$ cat src/hdl/rbst_pkg.sv
// ----------------------------------------------------------------------------
// rbst_pkg
// shared constants and helpers for the ray versus box slab test
// ----------------------------------------------------------------------------
package rbst_pkg;

	localparam int DEF_COORD_WIDTH = 32;
	localparam int DEF_FRAC_BITS   = 16;
	localparam int QUEUE_DEPTH     = 2;

	// first, last, two magnitudes with signs, direction magnitude with sign, t_lo, t_hi
	function automatic int entry_width(input int w);
		return 5 * w + 5;
	endfunction

endpackage

$ cat src/hdl/rbst_fifo.sv
// ----------------------------------------------------------------------------
// rbst_fifo
// small show-ahead queue: one push per cycle unless full, one pop unless empty
// ----------------------------------------------------------------------------
module rbst_fifo #(
	parameter int DW    = 8,
	parameter int DEPTH = 2
) (
	input  logic          clk,
	input  logic          arst_n,
	input  logic          push,
	input  logic [DW-1:0] wdata,
	output logic          full,
	input  logic          pop,
	output logic [DW-1:0] rdata,
	output logic          empty
);
	localparam int AW = (DEPTH > 1) ? $clog2(DEPTH) : 1;

	logic [DW-1:0] mem_q [DEPTH];
	logic [AW-1:0] wp_q;
	logic [AW-1:0] rp_q;
	logic [AW:0]   cnt_q;
	logic          do_push;
	logic          do_pop;

	assign full    = (cnt_q == (AW+1)'(DEPTH));
	assign empty   = (cnt_q == '0);
	assign do_push = push && !full;
	assign do_pop  = pop && !empty;
	assign rdata   = mem_q[rp_q];

	always_ff @(posedge clk or negedge arst_n) begin
		if (!arst_n) begin
			wp_q  <= '0;
			rp_q  <= '0;
			cnt_q <= '0;
		end else begin
			if (do_push) begin
				wp_q <= (wp_q == AW'(DEPTH - 1)) ? '0 : wp_q + 1'b1;
			end
			if (do_pop) begin
				rp_q <= (rp_q == AW'(DEPTH - 1)) ? '0 : rp_q + 1'b1;
			end
			if (do_push && !do_pop) begin
				cnt_q <= cnt_q + 1'b1;
			end else if (do_pop && !do_push) begin
				cnt_q <= cnt_q - 1'b1;
			end
		end
	end

	always_ff @(posedge clk) begin
		if (do_push) begin
			mem_q[wp_q] <= wdata;
		end
	end

endmodule

$ cat src/hdl/rbst_front.sv
// ----------------------------------------------------------------------------
// rbst_front
// takes axis items, forms slab offsets and magnitudes, queues them for the back
// ----------------------------------------------------------------------------
module rbst_front #(
	parameter int W = 32,
	parameter int F = 16
) (
	input  logic                                clk,
	input  logic                                arst_n,
	input  logic                                push,
	output logic                                full,
	input  logic                                first_axis,
	input  logic                                last_axis,
	input  logic signed [W-1:0]                 slab_min,
	input  logic signed [W-1:0]                 slab_max,
	input  logic signed [W-1:0]                 ray_origin,
	input  logic signed [W-1:0]                 ray_dir,
	input  logic signed [W-1:0]                 t_lo,
	input  logic signed [W-1:0]                 t_hi,
	input  logic                                wq_pop,
	output logic                                wq_empty,
	output logic [rbst_pkg::entry_width(W)-1:0] wq_data
);
	import rbst_pkg::*;

	localparam int EW = entry_width(W);

	typedef struct packed {
		logic         first;
		logic         last;
		logic [W-1:0] mag_min;
		logic         neg_min;
		logic [W-1:0] mag_max;
		logic         neg_max;
		logic [W-1:0] dmag;
		logic         dneg;
		logic [W-1:0] t_lo;
		logic [W-1:0] t_hi;
	} entry_t;

	logic [W:0]    diff_min;
	logic [W:0]    diff_max;
	logic [W:0]    abs_min;
	logic [W:0]    abs_max;
	logic [W-1:0]  abs_dir;
	entry_t        cls;
	logic [EW-1:0] cls_vec;

	assign diff_min = {slab_min[W-1], slab_min} - {ray_origin[W-1], ray_origin};
	assign diff_max = {slab_max[W-1], slab_max} - {ray_origin[W-1], ray_origin};
	assign abs_min  = diff_min[W] ? (W+1)'(0) - diff_min : diff_min;
	assign abs_max  = diff_max[W] ? (W+1)'(0) - diff_max : diff_max;
	assign abs_dir  = ray_dir[W-1] ? W'(0) - ray_dir : ray_dir;

	always_comb begin
		cls.first   = first_axis;
		cls.last    = last_axis;
		cls.mag_min = abs_min[W-1:0];
		cls.neg_min = diff_min[W];
		cls.mag_max = abs_max[W-1:0];
		cls.neg_max = diff_max[W];
		cls.dmag    = abs_dir;
		cls.dneg    = ray_dir[W-1];
		cls.t_lo    = t_lo;
		cls.t_hi    = t_hi;
	end

	assign cls_vec = cls;

	rbst_fifo #(
		.DW    (EW),
		.DEPTH (QUEUE_DEPTH)
	) u_work_q (
		.clk    (clk),
		.arst_n (arst_n),
		.push   (push),
		.wdata  (cls_vec),
		.full   (full),
		.pop    (wq_pop),
		.rdata  (wq_data),
		.empty  (wq_empty)
	);

endmodule

$ cat src/hdl/rbst_div.sv
// ----------------------------------------------------------------------------
// rbst_div
// radix-2 restoring divider for saturated fixed point crossing distances
// ----------------------------------------------------------------------------
module rbst_div #(
	parameter int W = 32,
	parameter int F = 16
) (
	input  logic         clk,
	input  logic         arst_n,
	input  logic         start,
	input  logic [W-1:0] num_mag,
	input  logic         num_neg,
	input  logic [W-1:0] den_mag,
	input  logic         den_neg,
	output logic         done,
	output logic [W-1:0] quot
);
	localparam int NW = W + F + 1;
	localparam int CW = $clog2(W + 1);

	typedef enum logic [1:0] {D_IDLE, D_RUN, D_FIN} dstate_t;

	dstate_t       state_q;
	logic [CW-1:0] cnt_q;
	logic          done_q;
	logic [W-1:0]  rem_q;
	logic [W-1:0]  num_q;
	logic [W-1:0]  quo_q;
	logic [W-1:0]  den_q;
	logic [W-1:0]  res_q;
	logic          qneg_q;
	logic          big_q;

	logic [NW-1:0] dividend;
	logic [NW-1:0] hi_part;
	logic          big;
	logic [W:0]    rem_sh;
	logic [W:0]    rem_sub;
	logic          take;
	logic [W-1:0]  pos_max;
	logic [W-1:0]  neg_full;
	logic [W-1:0]  limit;
	logic [W-1:0]  sat_mag;
	logic          special;

	assign dividend = NW'(num_mag) << F;
	assign hi_part  = dividend >> W;
	assign big      = hi_part >= NW'(den_mag);
	assign special  = (num_mag == '0) || (den_mag == '0);
	assign rem_sh   = {rem_q, num_q[W-1]};
	assign take     = rem_sh >= {1'b0, den_q};
	assign rem_sub  = rem_sh - {1'b0, den_q};
	assign pos_max  = {1'b0, {(W-1){1'b1}}};
	assign neg_full = {1'b1, {(W-1){1'b0}}};
	assign limit    = qneg_q ? neg_full : pos_max;
	assign sat_mag  = (big_q || (quo_q > limit)) ? limit : quo_q;
	assign done     = done_q;
	assign quot     = res_q;

	always_ff @(posedge clk or negedge arst_n) begin
		if (!arst_n) begin
			state_q <= D_IDLE;
			cnt_q   <= '0;
			done_q  <= 1'b0;
		end else begin
			done_q <= 1'b0;
			unique case (state_q)
				D_IDLE: begin
					if (start) begin
						if (special) begin
							done_q <= 1'b1;
						end else if (big) begin
							state_q <= D_FIN;
						end else begin
							state_q <= D_RUN;
							cnt_q   <= CW'(W);
						end
					end
				end
				D_RUN: begin
					cnt_q <= cnt_q - 1'b1;
					if (cnt_q == CW'(1)) begin
						state_q <= D_FIN;
					end
				end
				D_FIN: begin
					done_q  <= 1'b1;
					state_q <= D_IDLE;
				end
				default: begin
					state_q <= D_IDLE;
				end
			endcase
		end
	end

	always_ff @(posedge clk) begin
		unique case (state_q)
			D_IDLE: begin
				if (start) begin
					qneg_q <= num_neg ^ den_neg;
					big_q  <= big;
					rem_q  <= hi_part[W-1:0];
					num_q  <= dividend[W-1:0];
					quo_q  <= '0;
					den_q  <= den_mag;
					if (num_mag == '0) begin
						res_q <= '0;
					end else if (den_mag == '0) begin
						res_q <= num_neg ? neg_full : pos_max;
					end
				end
			end
			D_RUN: begin
				rem_q <= take ? rem_sub[W-1:0] : rem_sh[W-1:0];
				num_q <= num_q << 1;
				quo_q <= {quo_q[W-2:0], take};
			end
			D_FIN: begin
				res_q <= qneg_q ? W'(0) - sat_mag : sat_mag;
			end
			default: begin
			end
		endcase
	end

endmodule

$ cat src/hdl/rbst_back.sv
// ----------------------------------------------------------------------------
// rbst_back
// runs both crossings through the divider, folds the interval, queues results
// ----------------------------------------------------------------------------
module rbst_back #(
	parameter int W = 32,
	parameter int F = 16
) (
	input  logic                                clk,
	input  logic                                arst_n,
	input  logic                                wq_empty,
	input  logic [rbst_pkg::entry_width(W)-1:0] wq_data,
	output logic                                wq_pop,
	output logic                                empty,
	input  logic                                pop,
	output logic                                hit,
	output logic signed [W-1:0]                 t_entry
);
	import rbst_pkg::*;

	typedef struct packed {
		logic         first;
		logic         last;
		logic [W-1:0] mag_min;
		logic         neg_min;
		logic [W-1:0] mag_max;
		logic         neg_max;
		logic [W-1:0] dmag;
		logic         dneg;
		logic [W-1:0] t_lo;
		logic [W-1:0] t_hi;
	} entry_t;

	typedef enum logic [1:0] {B_IDLE, B_DIV1, B_DIV2, B_FOLD} bstate_t;

	bstate_t      state_q;
	entry_t       head;
	entry_t       entry_q;
	logic [W-1:0] t1_q;
	logic [W-1:0] t2_q;
	logic [W-1:0] entry_acc_q;
	logic [W-1:0] exit_acc_q;

	logic         div_start;
	logic [W-1:0] div_num;
	logic         div_num_neg;
	logic [W-1:0] div_den;
	logic         div_den_neg;
	logic         div_done;
	logic [W-1:0] div_quot;

	logic [W-1:0] near_t;
	logic [W-1:0] far_t;
	logic [W-1:0] ent0;
	logic [W-1:0] ext0;
	logic [W-1:0] ent;
	logic [W-1:0] ext;
	logic         hit_now;
	logic         fold_go;
	logic         rq_push;
	logic         rq_full;
	logic [W:0]   rq_wdata;
	logic [W:0]   rq_rdata;

	assign head   = entry_t'(wq_data);
	assign wq_pop = (state_q == B_IDLE) && !wq_empty;

	always_comb begin
		if (state_q == B_IDLE) begin
			div_start   = !wq_empty;
			div_num     = head.mag_min;
			div_num_neg = head.neg_min;
			div_den     = head.dmag;
			div_den_neg = head.dneg;
		end else begin
			div_start   = (state_q == B_DIV1) && div_done;
			div_num     = entry_q.mag_max;
			div_num_neg = entry_q.neg_max;
			div_den     = entry_q.dmag;
			div_den_neg = entry_q.dneg;
		end
	end

	rbst_div #(
		.W (W),
		.F (F)
	) u_div (
		.clk     (clk),
		.arst_n  (arst_n),
		.start   (div_start),
		.num_mag (div_num),
		.num_neg (div_num_neg),
		.den_mag (div_den),
		.den_neg (div_den_neg),
		.done    (div_done),
		.quot    (div_quot)
	);

	assign near_t  = ($signed(t2_q) >= $signed(t1_q)) ? t1_q : t2_q;
	assign far_t   = ($signed(t2_q) >= $signed(t1_q)) ? t2_q : t1_q;
	assign ent0    = entry_q.first ? entry_q.t_lo : entry_acc_q;
	assign ext0    = entry_q.first ? entry_q.t_hi : exit_acc_q;
	assign ent     = ($signed(near_t) >= $signed(ent0)) ? near_t : ent0;
	assign ext     = ($signed(ext0) >= $signed(far_t)) ? far_t : ext0;
	assign hit_now = ($signed(ext) >= $signed(ent)) && !ext[W-1];
	assign fold_go = (state_q == B_FOLD) && (!entry_q.last || !rq_full);
	assign rq_push = fold_go && entry_q.last;
	assign rq_wdata = {hit_now, ent};

	always_ff @(posedge clk or negedge arst_n) begin
		if (!arst_n) begin
			state_q     <= B_IDLE;
			entry_acc_q <= '0;
			exit_acc_q  <= '0;
		end else begin
			unique case (state_q)
				B_IDLE: begin
					if (!wq_empty) begin
						state_q <= B_DIV1;
					end
				end
				B_DIV1: begin
					if (div_done) begin
						state_q <= B_DIV2;
					end
				end
				B_DIV2: begin
					if (div_done) begin
						state_q <= B_FOLD;
					end
				end
				B_FOLD: begin
					if (fold_go) begin
						entry_acc_q <= ent;
						exit_acc_q  <= ext;
						state_q     <= B_IDLE;
					end
				end
				default: begin
					state_q <= B_IDLE;
				end
			endcase
		end
	end

	always_ff @(posedge clk) begin
		if (wq_pop) begin
			entry_q <= head;
		end
		if ((state_q == B_DIV1) && div_done) begin
			t1_q <= div_quot;
		end
		if ((state_q == B_DIV2) && div_done) begin
			t2_q <= div_quot;
		end
	end

	rbst_fifo #(
		.DW    (W + 1),
		.DEPTH (QUEUE_DEPTH)
	) u_result_q (
		.clk    (clk),
		.arst_n (arst_n),
		.push   (rq_push),
		.wdata  (rq_wdata),
		.full   (rq_full),
		.pop    (pop),
		.rdata  (rq_rdata),
		.empty  (empty)
	);

	assign hit     = rq_rdata[W];
	assign t_entry = rq_rdata[W-1:0];

endmodule

$ cat src/hdl/ray_box_slab_test_top.sv
// ----------------------------------------------------------------------------
// ray_box_slab_test_top
// ray versus axis-aligned box slab test, one axis per item, signed fixed point
// an item runs its two quotients in turn through one radix-2 divider in the back end,
// which takes the next item from the work queue only after it has folded the last;
// zero, divide-by-zero and overflowing quotients skip the bit-by-bit divider steps
// reset clears both queues, the sequencer and the entry and exit accumulators
// ----------------------------------------------------------------------------
module ray_box_slab_test_top #(
	parameter int COORD_WIDTH = rbst_pkg::DEF_COORD_WIDTH,
	parameter int FRAC_BITS   = rbst_pkg::DEF_FRAC_BITS
) (
	input  logic                          clk,
	input  logic                          arst_n,
	input  logic                          push,
	output logic                          full,
	input  logic                          first_axis,
	input  logic                          last_axis,
	input  logic signed [COORD_WIDTH-1:0] slab_min,
	input  logic signed [COORD_WIDTH-1:0] slab_max,
	input  logic signed [COORD_WIDTH-1:0] ray_origin,
	input  logic signed [COORD_WIDTH-1:0] ray_dir,
	input  logic signed [COORD_WIDTH-1:0] t_lo,
	input  logic signed [COORD_WIDTH-1:0] t_hi,
	output logic                          empty,
	input  logic                          pop,
	output logic                          hit,
	output logic signed [COORD_WIDTH-1:0] t_entry
);
	import rbst_pkg::*;

	localparam int EW = entry_width(COORD_WIDTH);

	logic          wq_pop;
	logic          wq_empty;
	logic [EW-1:0] wq_data;

	rbst_front #(
		.W (COORD_WIDTH),
		.F (FRAC_BITS)
	) u_front (
		.clk        (clk),
		.arst_n     (arst_n),
		.push       (push),
		.full       (full),
		.first_axis (first_axis),
		.last_axis  (last_axis),
		.slab_min   (slab_min),
		.slab_max   (slab_max),
		.ray_origin (ray_origin),
		.ray_dir    (ray_dir),
		.t_lo       (t_lo),
		.t_hi       (t_hi),
		.wq_pop     (wq_pop),
		.wq_empty   (wq_empty),
		.wq_data    (wq_data)
	);

	rbst_back #(
		.W (COORD_WIDTH),
		.F (FRAC_BITS)
	) u_back (
		.clk      (clk),
		.arst_n   (arst_n),
		.wq_empty (wq_empty),
		.wq_data  (wq_data),
		.wq_pop   (wq_pop),
		.empty    (empty),
		.pop      (pop),
		.hit      (hit),
		.t_entry  (t_entry)
	);

	a_pop_nonempty: assert property (@(posedge clk) disable iff (!arst_n)
		wq_pop |-> !wq_empty)
		else $error("work queue popped while empty");

	a_full_hold: assert property (@(posedge clk) disable iff (!arst_n)
		(full && !wq_pop) |=> full)
		else $error("work queue lost an entry without a pop");

	a_pop_frees: assert property (@(posedge clk) disable iff (!arst_n)
		wq_pop |=> !full)
		else $error("work queue full right after a pop");

endmodule
$ cat config.mk
export PLATFORM = sky130hd
export DESIGN_NAME = ray_box_slab_test_top
export DESIGN_NICKNAME = d
export VERILOG_FILES = /design/src/hdl/rbst_pkg.sv /design/src/hdl/rbst_fifo.sv /design/src/hdl/rbst_front.sv /design/src/hdl/rbst_div.sv /design/src/hdl/rbst_back.sv /design/src/hdl/ray_box_slab_test_top.sv
export SDC_FILE = /design/constraint.sdc
export NUM_CORES = 2
export LEC_CHECK = 0
export BUFFER_PORTS_ARGS = -buffer_cell sky130_fd_sc_hd__buf_4
export CORE_ASPECT_RATIO = 0.5
export CORE_MARGIN = 4
export CORE_UTILIZATION = 54
export CTS_BUF_LIST = sky130_fd_sc_hd__clkbuf_4 sky130_fd_sc_hd__clkbuf_8
export DETAILED_ROUTE_END_ITERATION = 10
export PLACE_DENSITY = 0.71
export SETUP_SLACK_MARGIN = 0.5
export SLEW_MARGIN = 15
export SYNTH_ARGS = -nofsm -noshare
export SYNTH_HDL_FRONTEND = slang
export SYNTH_SLANG_ARGS = --single-unit
export TNS_END_PERCENT = 50
$ cat constraint.sdc
create_clock -name clk -period 22.5 [get_ports clk]
set_input_delay 3.375 -clock clk [delete_from_list [all_inputs] [get_ports clk]]
set_output_delay 3.375 -clock clk [all_outputs]
set_load 0.03 [all_outputs]
==> impl_summary.txt <==
----------------------------------------------------
[STA]
  Post-route worst setup slack ... 13.22 ns
  Final setup violating endpoints ... 0
  Hold slack final ... 0.449 ns
  Final hold viol count ... 0
  Fmax achieved ... 0.108 GHz
  Total count of max-transition violations in the final report ... 0
  Worst Clk Skew ... 0.0332 ns
  RSZ-0062 raised after global routing ... false
  Worst-margin pin slew ... 1.13 ns
  TNS Setup ... 0 ns
  Min Clock Period, post-route ... 9.28 ns
  Final period utilization ... 41.2%
  Normalized max-slew margin ... 24.5%

[Synth]
  Share of the synthesized area in the top cell type ... 48.8%
  Post-synthesis async set-or-reset flop share ... 10.1%
  Synth Warn # ... 0
  Mean instance size in the synthesized netlist ... 12.0 um2
  Number of distinct library cells after synthesis ... 88
  Top post-synthesis cells by count ... edfxtp_1, mux2_2, ha_1
  Synthesized instance count ... 3,791
  Leading register cell type out of synthesis ... edfxtp_1
  Number of synthesized flops with an enable pin ... 738
  Post-synth design cell area ... 45,400 um2
  Post-synthesis cell type with the largest combined area ... edfxtp_1
  Area contributors post-synth ... edfxtp_1, ha_1, mux2_2
  Number of synthesized register bits ... 821
  Post-Synthesis Net Count ... 4,276
  Cell with the most instances after synthesis ... edfxtp_1
  Fraction of the yosys area taken by sequential cells ... 53.3%

[Floorplanning]
  Die width ... 418 um
  Area of the core ... 82,500 um2
  Die Footprint ... 89,200 um2
  Number of top-level design ports ... 233
  Vertical extent of the die ... 213 um
  Initial Utilization ... 55.1%
  Number of cell rows ... 74

[Route]
  Detailed Route Iter0 Violations ... 2,051
  Antenna Nets Post-Route ... 0
  Post-DR wirelength/cell ... 20.8 um
  Drt via density ... 5.90
  First drt pass iteration count ... 6
  Via count ... 30,800
  DRC violations left ... 0
  Final routed wirelength across all metal layers ... 108,000 um

[Setup path]
  Critical Path Start ... u_back.t1_q[17]
  Critical path capture point type ... register
  RR Endpoint ... u_back.u_result_q.mem_q[0][32]
  Worst reg2reg path startpoint ... u_back.t1_q[17]
  Cell count of the worst reg-to-reg path ... 33
  Worst Setup Start Kind ... register
  Maximum net fanout on the critical path ... 51
  Arrival time of data at the critical path endpoint ... 9.81 ns
  CP max stage cell ... buf_4
  Kind of critical path ... reg -> reg
  Worst-case register-to-register setup slack ... 13.22 ns
  Critical path capture point ... u_back.u_result_q.mem_q[0][32]
  Required time at the worst-slack endpoint ... 23.03 ns
  Largest stage delay on the critical path ... 0.66 ns

[Place]
  Total placed instance area ... 48,300 um2
  Port buffer count ... 232
  Setup Slack @ Placement ... 13.35 ns
  Detailed Place HPWL ... 76,900 um
  RePlAce Congestion ... 0.941

[Layout]
  Ratio of cells with drive above 1 in the final layout ... 19.3%
  Area added between synthesis and finish ... 11.4%
  Final layout net count ... 4,503
  Fillers ... 6,599
  Post-route cell area ... 50,600 um2

[Power]
  Sw Ratio ... 25.1%
  Pwr dens ... 69.3 nW/um2
  Combinational group share of total power ... 12.2%
  Total leakage power ... 20.4 nW
  Worst vdd rail ir drop ... 44.6 uV
  Part of the power in registers ... 54.2%
  Cell Int Power ... 2.63 mW
  Switching pwr ... 0.879 mW
  Clock Power Share ... 33.6%

[Global routing]
  First-pass GRT wire length ... 169,000 um
  Number of global-route vias before repair ... 30,700
  Number of antenna violations at the first check in global routing ... 0
  Maximum number of pins on one net before global-route repair ... 76
  Total global routing overflow ... 0
  Global Route Usage Sum ... 24.0%

[Min path]
  Type of the tightest min-delay check ... reg -> reg
  Beginning of the worst hold path ... u_back.u_div.quot[27]

[Clock tree]
  Buffer levels on the longest clock path ... 3
  Cts hold-fix bufs ... 0
  CTS root buffer ... clkbuf_8
  Htree depth ... 3
  Post-CTS setup buffer count ... 0
  Clock tree from TritonCTS ... built
  Clock buffer count from CTS ... 113
  Sink Count ... 821
  CTS-repair resized insts ... 0
  CTS clock-pin slew for the worst setup and hold paths ... 0.07 ns
  Clock latency on the worst-skew pair ... 0.80 ns

[Job]
  Number of maximum-capacitance violations ... 0

[Run status]
  Status ... finished clean

----------------------------------------------------
==> through the flow <==
stage	cells	utilization [%]	total power, mW
after CTS	5213	61.3	3.55
final	5216	61.3	3.51
after floorplan	3791	-	2.24
after detailed placement	5005	58.5	2.36
after global routing	5213	61.3	3.67
after global placement	5005	58.5	2.34
==> flip-flops by register name (all words and copies together) (netlist names), 2 cells and up <==
signal	cells
u_back.u_div.state_q	2
u_back.entry_q	132
u_front.u_work_q.cnt_q	2
u_back.u_div.quot	32
u_back.exit_acc_q	32
u_back.u_div.quo_q	32
u_back.t2_q	32
u_back.entry_acc_q	32
u_back.u_result_q.mem_q	66
u_back.u_div.num_q	16
u_back.u_div.rem_q	32
u_back.u_div.cnt_q	6
u_back.t1_q	32
u_back.u_div.den_q	32
u_front.u_work_q.mem_q	330
u_back.u_result_q.cnt_q	2
u_back.state_q	2
==> kinds of logic (layout without fill, tap and decap cells) <==
logic type,after synthesis,after routing,share of synthesized area (%)
xor+xnor,181,181,3.49
fa+ha+maj,287,287,7.95
other cells,0,3,0
buf+inv,366,686,3.12
simple gates,770,770,8.50
mux,457,457,10.9
compound gates,909,909,12.7
flops,821,821,53.3
==> metal layers <==
metal | vias up | wire length (um) | global-route usage (%)
met2 | 846 | 52100 | 41.2
met5 | - | 0 | 0
met3 | 188 | 5460 | 3.55
li1 | 14800 | - | -
met4 | 0 | 2690 | 6.94
met1 | 14900 | 48000 | 32.0
==> cell usage in the layout (no fill, tap or decap), drive strengths merged, types with 41 or more instances in the layout <==
cell    Yosys  final
o31a       41     41
nor3       44     44
mux2i     169    169
ha        284    284
mux2      288    288
a21oi     206    206
and2       41     41
o21a       59     59
nand2     203    203
a21o       84     84
o21ai     263    263
nor2      203    203
clkbuf    118    155
clkinv      1     42
xnor2     114    114
buf        40    270
xor2       67     67
inv       207    212
dfrtp      83     83
a31oi      52     52
edfxtp    738    738
nand4      54     54
==> layout make-up <==
type | count | area (um2) | share of cell area, %
Sequential cell | 821 | 24200 | 47.9
Antenna cell | 3 | 7.51 | 0.0148
Tap cell | 1102 | 1380 | 2.72
Timing Repair Buffer | 270 | 2030 | 4.00
Inverter | 208 | 786 | 1.55
Clock buffer | 155 | 1930 | 3.82
Multi-Input combinational cell | 2604 | 19900 | 39.2
Clock inverter | 53 | 377 | 0.744
==> worst max-delay path, delay by kind of cell, from the launching register on <==
kind	cells	cell delay, ns
compound gates	14	2.54
flops	1	0.43
fa+ha+maj	3	0.87
simple gates	8	1.89
mux	4	1.66
buf+inv	4	1.50
==> power by group through the flow <==
stage / clock network [mW] / registers, mW / logic [mW]
2_1_floorplan: 0 / 1.95 / 0.285
3_3_place_gp: 0 / 1.92 / 0.418
3_5_place_dp: 0 / 1.93 / 0.430
4_1_cts: 1.21 / 1.90 / 0.432
5_1_grt: 1.28 / 1.91 / 0.472
6_report: 1.18 / 1.90 / 0.427
==> worst min path at each step <==
stage                      endpoint  slack (ns)  depth (start not counted)
floorplan            u_back.t1_q[0]        0.42                          0
global placement    u_back.t1_q[27]        0.43                          0
detailed placement   u_back.t1_q[4]        0.43                          0
CTS                 u_back.t1_q[27]        0.45                          0
global route        u_back.t1_q[21]        0.46                          0
finish              u_back.t1_q[27]        0.45                          0
Power figures use the tool's default switching activity.
